<file path="src/hw/rtl/lew_pkg.sv">
// Shared types and constants for the line editor with word wrap.
package lew_pkg;

	// Width of the cursor, scan pointers and erase counts.
	localparam int unsigned CW = 6;

	// Key codes that the editor treats specially.
	localparam logic [7:0] KEY_EOF    = 8'd4;
	localparam logic [7:0] KEY_BS     = 8'd8;
	localparam logic [7:0] KEY_KILL   = 8'd21;
	localparam logic [7:0] KEY_WERASE = 8'd23;
	localparam logic [7:0] KEY_DEL    = 8'd127;
	localparam logic [7:0] CH_SPACE   = 8'h20;
	localparam logic [7:0] CH_TILDE   = 8'h7E;

	// Display action codes carried in each output beat.
	typedef enum logic [2:0] {
		ACT_ECHO    = 3'd0,
		ACT_ERASE   = 3'd1,
		ACT_BELL    = 3'd2,
		ACT_NEWLINE = 3'd3,
		ACT_END     = 3'd4
	} act_t;

	// Class of the latched keystroke.
	typedef enum logic [2:0] {
		KC_EOF,
		KC_WERASE,
		KC_ERASE,
		KC_KILL,
		KC_PRINT,
		KC_OTHER
	} key_cls_t;

	// Source of the character field of an emitted beat.
	typedef enum logic [1:0] {
		CHS_ZERO,
		CHS_KEY,
		CHS_MEM
	} ch_sel_t;

	// Source of the erase count field of an emitted beat.
	typedef enum logic [2:0] {
		CNT_ZERO,
		CNT_ONE,
		CNT_CUR,
		CNT_CUR_POS,
		CNT_WLEN
	} cnt_sel_t;

	// Scan pointer updates.
	typedef enum logic [2:0] {
		POS_HOLD,
		POS_CUR,
		POS_FULL,
		POS_DEC,
		POS_INC
	} pos_op_t;

	// Cursor updates.
	typedef enum logic [2:0] {
		CUR_HOLD,
		CUR_POS,
		CUR_DEC,
		CUR_CLR,
		CUR_IDX,
		CUR_INC
	} cur_op_t;

	// Line store read address select.
	typedef enum logic {
		RD_PREV,
		RD_POS
	} rd_sel_t;

	// Commands from the controller to the datapath.
	typedef struct packed {
		logic     load_key;
		logic     emit;
		act_t     act;
		ch_sel_t  ch_sel;
		cnt_sel_t cnt_sel;
		logic     last;
		pos_op_t  pos_op;
		cur_op_t  cur_op;
		logic     idx_clr;
		logic     idx_inc;
		logic     rd_en;
		rd_sel_t  rd_sel;
		logic     wr_copy;
		logic     wr_key;
	} lew_cmd_t;

	// Status from the datapath to the controller.
	typedef struct packed {
		key_cls_t key_cls;
		logic     cur_zero;
		logic     cur_full;
		logic     pos_zero;
		logic     pos_full;
		logic     rd_space;
		logic     out_free;
	} lew_sts_t;

endpackage

</file>
<file path="src/hw/rtl/lew_dp.sv">
// Datapath of the line editor: line store, cursor, scan pointers and output register.
module lew_dp
	import lew_pkg::*;
#(
	parameter int unsigned LINE_LEN = 40
) (
	input  logic        clk,
	input  logic        arst_n,
	input  lew_cmd_t    cmd,
	output lew_sts_t    sts,
	input  logic [7:0]  key_in,
	output logic        out_valid,
	input  logic        out_ready,
	output logic [2:0]  out_act,
	output logic [7:0]  out_char,
	output logic [CW-1:0] out_cnt,
	output logic        out_last
);

	localparam int unsigned AW = (LINE_LEN > 1) ? $clog2(LINE_LEN) : 1;
	localparam logic [CW-1:0] LEN_C = CW'(LINE_LEN);

	logic [7:0]    line_mem [LINE_LEN];
	logic [7:0]    key_q;
	logic [CW-1:0] cursor_q;
	logic [CW-1:0] pos_q;
	logic [CW-1:0] idx_q;
	logic [7:0]    rd_data_q;
	logic          out_valid_q;
	logic [2:0]    out_act_q;
	logic [7:0]    out_char_q;
	logic [CW-1:0] out_cnt_q;
	logic          out_last_q;

	logic [CW-1:0] pos_m1;
	logic [AW-1:0] rd_addr;
	logic [AW-1:0] wr_addr;
	logic [7:0]    wr_data;
	logic          wr_en;
	logic [7:0]    ch_nxt;
	logic [CW-1:0] cnt_nxt;
	key_cls_t      key_cls;

	// Classify the latched keystroke.
	always_comb begin
		unique case (key_q) inside
			KEY_EOF:             key_cls = KC_EOF;
			KEY_WERASE:          key_cls = KC_WERASE;
			KEY_BS, KEY_DEL:     key_cls = KC_ERASE;
			KEY_KILL:            key_cls = KC_KILL;
			[CH_SPACE:CH_TILDE]: key_cls = KC_PRINT;
			default:             key_cls = KC_OTHER;
		endcase
	end

	// Line store addressing: scans read the character before the pointer,
	// the word copy reads at the pointer and writes at the copy index.
	assign pos_m1  = pos_q - CW'(1);
	assign rd_addr = (cmd.rd_sel == RD_PREV) ? pos_m1[AW-1:0] : pos_q[AW-1:0];
	assign wr_addr = cmd.wr_copy ? idx_q[AW-1:0] : cursor_q[AW-1:0];
	assign wr_data = cmd.wr_copy ? rd_data_q : key_q;
	assign wr_en   = cmd.wr_copy | cmd.wr_key;

	// Line store with one write port and one registered read port.
	always_ff @(posedge clk) begin
		if (wr_en) begin
			line_mem[wr_addr] <= wr_data;
		end
		if (cmd.rd_en) begin
			rd_data_q <= line_mem[rd_addr];
		end
	end

	// Keystroke holding register.
	always_ff @(posedge clk) begin
		if (cmd.load_key) begin
			key_q <= key_in;
		end
	end

	// Cursor, scan pointer and copy index.
	always_ff @(posedge clk or negedge arst_n) begin
		if (!arst_n) begin
			cursor_q <= '0;
			pos_q    <= '0;
			idx_q    <= '0;
		end else begin
			case (cmd.cur_op)
				CUR_POS: cursor_q <= pos_q;
				CUR_DEC: cursor_q <= cursor_q - CW'(1);
				CUR_CLR: cursor_q <= '0;
				CUR_IDX: cursor_q <= idx_q;
				CUR_INC: cursor_q <= cursor_q + CW'(1);
				default: cursor_q <= cursor_q;
			endcase
			case (cmd.pos_op)
				POS_CUR:  pos_q <= cursor_q;
				POS_FULL: pos_q <= LEN_C;
				POS_DEC:  pos_q <= pos_m1;
				POS_INC:  pos_q <= pos_q + CW'(1);
				default:  pos_q <= pos_q;
			endcase
			if (cmd.idx_clr) begin
				idx_q <= '0;
			end else if (cmd.idx_inc) begin
				idx_q <= idx_q + CW'(1);
			end
		end
	end

	// Field selection for the next output beat.
	always_comb begin
		case (cmd.ch_sel)
			CHS_KEY: ch_nxt = key_q;
			CHS_MEM: ch_nxt = rd_data_q;
			default: ch_nxt = '0;
		endcase
		case (cmd.cnt_sel)
			CNT_ONE:     cnt_nxt = CW'(1);
			CNT_CUR:     cnt_nxt = cursor_q;
			CNT_CUR_POS: cnt_nxt = cursor_q - pos_q;
			CNT_WLEN:    cnt_nxt = LEN_C - pos_q;
			default:     cnt_nxt = '0;
		endcase
	end

	// Output register; it frees up in the same cycle its beat is taken.
	always_ff @(posedge clk or negedge arst_n) begin
		if (!arst_n) begin
			out_valid_q <= 1'b0;
		end else if (cmd.emit) begin
			out_valid_q <= 1'b1;
		end else if (out_ready) begin
			out_valid_q <= 1'b0;
		end
	end

	always_ff @(posedge clk) begin
		if (cmd.emit) begin
			out_act_q  <= cmd.act;
			out_char_q <= ch_nxt;
			out_cnt_q  <= cnt_nxt;
			out_last_q <= cmd.last;
		end
	end

	assign out_valid = out_valid_q;
	assign out_act   = out_act_q;
	assign out_char  = out_char_q;
	assign out_cnt   = out_cnt_q;
	assign out_last  = out_last_q;

	// Status back to the controller.
	assign sts.key_cls  = key_cls;
	assign sts.cur_zero = (cursor_q == '0);
	assign sts.cur_full = (cursor_q == LEN_C);
	assign sts.pos_zero = (pos_q == '0);
	assign sts.pos_full = (pos_q == LEN_C);
	assign sts.rd_space = (rd_data_q == CH_SPACE);
	assign sts.out_free = !out_valid_q || out_ready;

`ifndef ASSERT_OFF
	// The cursor never passes the end of the line.
	a_cursor_range: assert property (@(posedge clk) disable iff (!arst_n)
		cursor_q <= LEN_C)
		else $error("cursor beyond line length");

	// A beat is only loaded when the output register can take it.
	a_emit_free: assert property (@(posedge clk) disable iff (!arst_n)
		cmd.emit |-> (!out_valid_q || out_ready))
		else $error("output beat overwritten");

	// A new character is only stored into a line that has room.
	a_append_room: assert property (@(posedge clk) disable iff (!arst_n)
		cmd.wr_key |-> (cursor_q < LEN_C))
		else $error("append into full line");

	// The word copy always writes below the position it reads from.
	a_copy_order: assert property (@(posedge clk) disable iff (!arst_n)
		cmd.wr_copy |-> (idx_q < pos_q))
		else $error("word copy overlaps its source");
`endif

endmodule

</file>
<file path="src/hw/rtl/lew_ctrl.sv">
// Controller state machine of the line editor: sequences scans, copies and emitted beats.
module lew_ctrl
	import lew_pkg::*;
(
	input  logic     clk,
	input  logic     arst_n,
	input  logic     in_valid,
	output logic     in_ready,
	input  lew_sts_t sts,
	output lew_cmd_t cmd
);

	typedef enum logic [4:0] {
		S_IDLE,
		S_DECODE,
		S_BELL,
		S_END,
		S_BS,
		S_KILL,
		S_APPEND,
		S_WS_RD,
		S_WS_CHK,
		S_WW_RD,
		S_WW_CHK,
		S_WERASE_OUT,
		S_FULL_RD,
		S_FULL_CHK,
		S_WRAP_ERASE,
		S_WRAP_NL,
		S_COPY_RD,
		S_COPY_WR
	} state_t;

	state_t state_q;
	state_t state_nxt;

	assign in_ready = (state_q == S_IDLE);

	// Next state and datapath commands.
	always_comb begin
		state_nxt = state_q;
		cmd       = '0;
		unique case (state_q)
			S_IDLE: begin
				if (in_valid) begin
					cmd.load_key = 1'b1;
					state_nxt    = S_DECODE;
				end
			end
			S_DECODE: begin
				unique case (sts.key_cls)
					KC_EOF:    state_nxt = sts.cur_zero ? S_END : S_BELL;
					KC_KILL:   state_nxt = sts.cur_zero ? S_BELL : S_KILL;
					KC_ERASE:  state_nxt = sts.cur_zero ? S_BELL : S_BS;
					KC_WERASE: begin
						if (sts.cur_zero) begin
							state_nxt = S_BELL;
						end else begin
							cmd.pos_op = POS_CUR;
							state_nxt  = S_WS_RD;
						end
					end
					KC_PRINT: begin
						if (sts.cur_full) begin
							cmd.pos_op = POS_FULL;
							state_nxt  = S_FULL_RD;
						end else begin
							state_nxt = S_APPEND;
						end
					end
					default: state_nxt = S_BELL;
				endcase
			end
			S_BELL: begin
				if (sts.out_free) begin
					cmd.emit  = 1'b1;
					cmd.act   = ACT_BELL;
					cmd.last  = 1'b1;
					state_nxt = S_IDLE;
				end
			end
			S_END: begin
				if (sts.out_free) begin
					cmd.emit  = 1'b1;
					cmd.act   = ACT_END;
					cmd.last  = 1'b1;
					state_nxt = S_IDLE;
				end
			end
			S_BS: begin
				if (sts.out_free) begin
					cmd.emit    = 1'b1;
					cmd.act     = ACT_ERASE;
					cmd.cnt_sel = CNT_ONE;
					cmd.last    = 1'b1;
					cmd.cur_op  = CUR_DEC;
					state_nxt   = S_IDLE;
				end
			end
			S_KILL: begin
				if (sts.out_free) begin
					cmd.emit    = 1'b1;
					cmd.act     = ACT_ERASE;
					cmd.cnt_sel = CNT_CUR;
					cmd.last    = 1'b1;
					cmd.cur_op  = CUR_CLR;
					state_nxt   = S_IDLE;
				end
			end
			S_APPEND: begin
				if (sts.out_free) begin
					cmd.emit   = 1'b1;
					cmd.act    = ACT_ECHO;
					cmd.ch_sel = CHS_KEY;
					cmd.last   = 1'b1;
					cmd.wr_key = 1'b1;
					cmd.cur_op = CUR_INC;
					state_nxt  = S_IDLE;
				end
			end
			// Word delete: step back over trailing spaces.
			S_WS_RD: begin
				if (sts.pos_zero) begin
					state_nxt = S_WERASE_OUT;
				end else begin
					cmd.rd_en  = 1'b1;
					cmd.rd_sel = RD_PREV;
					state_nxt  = S_WS_CHK;
				end
			end
			S_WS_CHK: begin
				if (sts.rd_space) begin
					cmd.pos_op = POS_DEC;
					state_nxt  = S_WS_RD;
				end else begin
					state_nxt = S_WW_CHK;
				end
			end
			// Word delete: step back over the word itself.
			S_WW_RD: begin
				if (sts.pos_zero) begin
					state_nxt = S_WERASE_OUT;
				end else begin
					cmd.rd_en  = 1'b1;
					cmd.rd_sel = RD_PREV;
					state_nxt  = S_WW_CHK;
				end
			end
			S_WW_CHK: begin
				if (sts.rd_space) begin
					state_nxt = S_WERASE_OUT;
				end else begin
					cmd.pos_op = POS_DEC;
					state_nxt  = S_WW_RD;
				end
			end
			S_WERASE_OUT: begin
				if (sts.out_free) begin
					cmd.emit    = 1'b1;
					cmd.act     = ACT_ERASE;
					cmd.cnt_sel = CNT_CUR_POS;
					cmd.last    = 1'b1;
					cmd.cur_op  = CUR_POS;
					state_nxt   = S_IDLE;
				end
			end
			// Full line: search back for the space before the last word.
			S_FULL_RD: begin
				if (sts.pos_zero) begin
					state_nxt = S_BELL;
				end else begin
					cmd.rd_en  = 1'b1;
					cmd.rd_sel = RD_PREV;
					state_nxt  = S_FULL_CHK;
				end
			end
			S_FULL_CHK: begin
				if (sts.rd_space) begin
					state_nxt = S_WRAP_ERASE;
				end else begin
					cmd.pos_op = POS_DEC;
					state_nxt  = S_FULL_RD;
				end
			end
			// Erase the partial word from the display unless it is empty.
			S_WRAP_ERASE: begin
				if (sts.pos_full) begin
					state_nxt = S_WRAP_NL;
				end else if (sts.out_free) begin
					cmd.emit    = 1'b1;
					cmd.act     = ACT_ERASE;
					cmd.cnt_sel = CNT_WLEN;
					state_nxt   = S_WRAP_NL;
				end
			end
			S_WRAP_NL: begin
				if (sts.out_free) begin
					cmd.emit    = 1'b1;
					cmd.act     = ACT_NEWLINE;
					cmd.idx_clr = 1'b1;
					state_nxt   = S_COPY_RD;
				end
			end
			// Move the word to the start of the line and echo it.
			S_COPY_RD: begin
				if (sts.pos_full) begin
					cmd.cur_op = CUR_IDX;
					state_nxt  = S_APPEND;
				end else begin
					cmd.rd_en  = 1'b1;
					cmd.rd_sel = RD_POS;
					state_nxt  = S_COPY_WR;
				end
			end
			S_COPY_WR: begin
				if (sts.out_free) begin
					cmd.emit    = 1'b1;
					cmd.act     = ACT_ECHO;
					cmd.ch_sel  = CHS_MEM;
					cmd.wr_copy = 1'b1;
					cmd.idx_inc = 1'b1;
					cmd.pos_op  = POS_INC;
					state_nxt   = S_COPY_RD;
				end
			end
			default: state_nxt = S_IDLE;
		endcase
	end

	// State register.
	always_ff @(posedge clk or negedge arst_n) begin
		if (!arst_n) begin
			state_q <= S_IDLE;
		end else begin
			state_q <= state_nxt;
		end
	end

`ifndef ASSERT_OFF
	// An accepted keystroke is decoded in the following cycle.
	a_accept_decode: assert property (@(posedge clk) disable iff (!arst_n)
		(in_ready && in_valid) |=> (state_q == S_DECODE))
		else $error("accepted key not decoded");

	// Every run ends with a marked beat before the next key is taken.
	a_last_to_idle: assert property (@(posedge clk) disable iff (!arst_n)
		(cmd.emit && cmd.last) |=> (state_q == S_IDLE))
		else $error("run ended without returning to idle");

	// The store is never written while a new key is being taken.
	a_no_write_idle: assert property (@(posedge clk) disable iff (!arst_n)
		in_ready |-> (!cmd.wr_key && !cmd.wr_copy && !cmd.emit))
		else $error("datapath active while idle");
`endif

endmodule

</file>
<file path="src/hw/rtl/line_editor_word_wrap_core.sv">
// Top level of the line editor with word wrap: stream ports around controller and datapath.
//
// Each input beat is one raw keystroke byte; the block answers with a run of display
// actions (echo, erase, bell, newline, end of session), the final one marked by m_tlast.
// One keystroke is handled at a time. Simple keys produce a single output beat. Word delete
// and word wrap walk the line store character by character through its single registered
// read port, and a key dropped at a full line with no space gets a bell.
// A stalled m_tready holds the sequence wherever a beat is waiting. The line store needs
// no clearing after reset: only characters below the cursor are ever read.
module line_editor_word_wrap_core
	import lew_pkg::*;
#(
	parameter int unsigned LINE_LEN = 40
) (
	input  logic        clk,
	input  logic        arst_n,
	input  logic        s_tvalid,
	output logic        s_tready,
	input  logic [7:0]  s_tdata,   // [7:0] key_byte
	output logic        m_tvalid,
	input  logic        m_tready,
	output logic [23:0] m_tdata,   // [2:0] action, [10:3] out_char, [16:11] erase_count
	output logic        m_tlast    // last action of the keystroke's run
);

	lew_cmd_t      cmd;
	lew_sts_t      sts;
	logic [2:0]    out_act;
	logic [7:0]    out_char;
	logic [CW-1:0] out_cnt;

	lew_ctrl u_ctrl (
		.clk      (clk),
		.arst_n   (arst_n),
		.in_valid (s_tvalid),
		.in_ready (s_tready),
		.sts      (sts),
		.cmd      (cmd)
	);

	lew_dp #(
		.LINE_LEN (LINE_LEN)
	) u_dp (
		.clk       (clk),
		.arst_n    (arst_n),
		.cmd       (cmd),
		.sts       (sts),
		.key_in    (s_tdata),
		.out_valid (m_tvalid),
		.out_ready (m_tready),
		.out_act   (out_act),
		.out_char  (out_char),
		.out_cnt   (out_cnt),
		.out_last  (m_tlast)
	);

	// Pack the output beat, padded to whole bytes.
	assign m_tdata = {7'b0, out_cnt, out_char, out_act};

endmodule

</file>
<file path="config.mk">
export PLATFORM = sky130hd
export DESIGN_NAME = line_editor_word_wrap_core
export DESIGN_NICKNAME = d
export VERILOG_FILES = /design/src/hw/rtl/lew_pkg.sv /design/src/hw/rtl/lew_dp.sv /design/src/hw/rtl/lew_ctrl.sv /design/src/hw/rtl/line_editor_word_wrap_core.sv
export SDC_FILE = /design/constraint.sdc
export NUM_CORES = 1
export LEC_CHECK = 0
export ABC_AREA = 1
export BUFFER_PORTS_ARGS = -buffer_cell sky130_fd_sc_hd__buf_2
export CAP_MARGIN = 5
export CELL_PAD_IN_SITES_DETAIL_PLACEMENT = 0
export CELL_PAD_IN_SITES_GLOBAL_PLACEMENT = 1
export CORE_MARGIN = 5
export CORE_UTILIZATION = 53
export CTS_BUF_LIST = sky130_fd_sc_hd__clkbuf_8 sky130_fd_sc_hd__clkbuf_16
export CTS_CLUSTER_SIZE = 16
export DETAILED_ROUTE_END_ITERATION = 10
export PLACE_DENSITY_LB_ADDON = 0.1
export SYNTH_ARGS = -nofsm -noshare
export SYNTH_HDL_FRONTEND = slang
export SYNTH_HIERARCHICAL = 1
export SYNTH_SLANG_ARGS = --single-unit
</file>
<file path="constraint.sdc">
create_clock -name clk -period 6.2 [get_ports clk]
set_input_delay 0.93 -clock clk [delete_from_list [all_inputs] [get_ports clk]]
set_output_delay 0.93 -clock clk [all_outputs]
set_load 0.1 [all_outputs]
</file>
==> out/results.tsv <==
metric	value	unit
DIE AREA	38200	um^2
Total Wirelength	49100	um
cell mode on critical path	nand3_1	
Hold Vio Cnt, Final	0	
total congestion overflow	0	
CTS H-tree depth	2	
filler cell count	3008	
share of layout cells above drive strength 1	8.04	%
Cell Area, Placed	18800	um^2
critical-path cell list	inv_4, ha_1, nand2_1, nor4_1, nor2_1, buf_4, inv_4, nand2_4, nand2_4, buf_4, nand2_1, nand3_1, nand3_1, nand3_1, nand3_1, nand3_1, nand2_1	
worst-case clock buffer depth	3	
post-DP HPWL	31300	um
Critical Path Sink	u_dp/rd_data_q[6]	
root buf cell	clkbuf_16	
Final Cell Area	20100	um^2
RR Startpoint	u_dp/pos_q[0]	
diodes inserted	0	
Worst-Margin Slew	1.26	ns
CP startpoint kind	flip-flop	
Iter 0 DRT Violations	1259	
Final Slew Violations	0	
post_cts resized	0	
Final setup viols	0	
Area growth, synth to finish	10.2	%
FMAX	203	MHz
Site Rows	68	
vias in the first global route	12700	
WL/cell	20.3	um
Setup TNS	0	ns
slowest stage delay, CP	0.76	ns
PnR Total Power	10.1	mW
post-synthesis sequential area ratio	61.6	%
vias	13300	
Setup WS pre-CTS	1.36	ns
nets	1962	
reg2reg end	u_dp/rd_data_q[6]	
CP max stage cell	nor4_1	
DP Cell Count	2345	
Finished Layout Cells	2419	
first-pass GRT wire length	75700	um
maximum fanout along the worst path	66	
Core Area	34300	um^2
top post-synthesis cells by area	edfxtp_1 (58%), nand3_1 (9.3%), nand2_1 (8.9%)	
met3 Resource Use GR	4.80	%
max cap viols	0	
Worst path depth	17	
critical path required time	6.52	ns
Seq cells post-synth	378	
Die Y	196	um
Pleak	8.46	nW
antenna viol nets, final	0	
Main synth FF type	edfxtp_1	
ys async rst share	6.35	%
relative slew slack	15.4	%
Starting Density	53.2	%
post-route worst setup slack	1.28	ns
Crit Path Class	reg2reg	
Post-CTS Hold Fix Bufs	0	
worst r2r path cells	17	
Port Buffers	31	
min-delay worst type	in2async	
Final min period	4.92	ns
Most Crowded Layer GR	met2	
Critical Path End Type	flip-flop	
setup bufs post-CTS	0	
CTS sink cnt	378	
register clock-pin slew on the reported worst setup and hold paths	0.06	ns
DR DRC count	0	
Final Skew	0.0312	ns
worst setup path startpoint	u_dp/pos_q[0]	
I/O pin cnt	39	
DRT Pass-1 Iters	6	
grt met2 use	41.5	%
CTS tree	built	
power per cell area	505	nW/um^2
Clock Latency Late Sink	0.58	ns
setup slack on the worst flop-to-flop path	1.28	ns
Netlist cell types	47	
Arr. time, crit path	5.24	ns
largest net degree at the start of global routing	81	
Worst VDD drop	0.369	mV
met1 usage	36.0	%
YS warnings	6	
vias per cell	5.50	
Die X	196	um
total CTS buffers	41	
top cell type's share of synthesized area	58.3	%
Crit path max-delay family	simple AND/OR/NAND/NOR gates	
Final period util	79.4	%
GRT Util Overall	25.6	%
Avg Cell Area, Syn	9.52	um^2
Post-synth EDFFs	354	
initial antenna violation count	0	
Final GP Congestion	0.877	
worst path bufs/invs	4	
Synth area leader	edfxtp_1	
Mapped Cells	1915	
post-synthesis cell area	18200	um^2
RSZ-0062 raised after global routing	no	
status	complete, no violations	
power breakdown:
part	leakage, nW	switching (mW)	internal (mW)
clock	0.690	0.984	1.37
sequential	3.50	0.167	3.12
combinational	4.26	3.39	1.11
worst min path at each step:
stage / slack, ns / cells after the start / startpoint / to
4_1_cts: 0.36 / 1 / arst_n / u_dp/cursor_q[3]
2_1_floorplan: 0.49 / 1 / u_dp/idx_q[3] / u_dp/idx_q[3]
6_report: 0.36 / 1 / arst_n / u_dp/cursor_q[1]
3_3_place_gp: 0.57 / 2 / u_dp/idx_q[4] / u_dp/idx_q[4]
3_5_place_dp: 0.57 / 1 / u_dp/idx_q[3] / u_dp/idx_q[3]
5_1_grt: 0.39 / 1 / arst_n / u_dp/cursor_q[3]
synth_stat cells (all sizes together), types with 5 or more instances:
cell	count
nor4	8
xor2	5
nand3b	9
ha	15
nand3	341
o22ai	18
o211ai	6
o21ai	79
nor2	137
clkbuf	22
buf	60
edfxtp	354
nand4	6
inv	325
nor3	11
dfrtp	24
a21oi	22
nand2	449
per-stage QoR:
step	hold WS [ns]	util (%)
global placement	0.573	54.8
floorplan	0.494	-
global route	0.392	58.6
CTS	0.361	58.6
detailed placement	0.573	54.8
finish	0.358	58.6
layer usage:
| layer | up-vias | wire, um |
|---|---|---|
| li1 | 6373 | - |
| met4 | 0 | 1230 |
| met2 | 517 | 23400 |
| met5 | - | 0 |
| met1 | 6343 | 20900 |
| met3 | 82 | 3530 |
registers in the layout, indices dropped and copies added, names as in the netlist:
name and count:
u_dp/out_cnt 6, u_dp/rd_data_q 8, u_dp/out_valid 1, u_dp/out_char 8, u_dp/line_mem 320, u_ctrl/state_q 5, u_dp/out_act 3, u_dp/cursor_q 6
u_dp/key_q 8, u_dp/idx_q 6, u_dp/pos_q 6, u_dp/out_last 1
cell families (layout without fill, tap and decap cells):
group / after synthesis / after routing / synth area share [%]
adder cells (fa/ha/maj): 17 / 17 / 1.25
other: 1 / 7 / 0.0206
multiplexers: 1 / 1 / 0.0549
AND/OR/NAND/NOR: 965 / 965 / 23.3
AO/OA/AOI/OAI: 139 / 139 / 4.31
buffers and inverters: 407 / 450 / 9.17
flip-flops: 378 / 378 / 61.6
XOR/XNOR: 7 / 7 / 0.336
layout by cell type, fill, tap and decap left out, drive strengths merged, types with 13 or more instances in the layout:
cell and n:
clkinv 13, edfxtp 354, a21oi 22, o22ai 18, clkbuf 41, nand2 449
nand3 341, nor2 137, o21ai 79, dfrtp 24, inv 341, ha 15
buf 51
area by class of cell:
| class | instances | area (um^2) | share of cell area (%) |
|---|---|---|---|
| flip-flops and latches | 378 | 11200 | 55.9 |
| clock buffers | 41 | 1030 | 5.11 |
| well taps | 455 | 569 | 2.83 |
| multi-input cells | 1136 | 5470 | 27.2 |
| inverters | 325 | 1230 | 6.10 |
| repair buffers | 51 | 305 | 1.52 |
| clock inverters | 33 | 264 | 1.31 |
No activity file was read; power rests on OpenSTA's default activity.
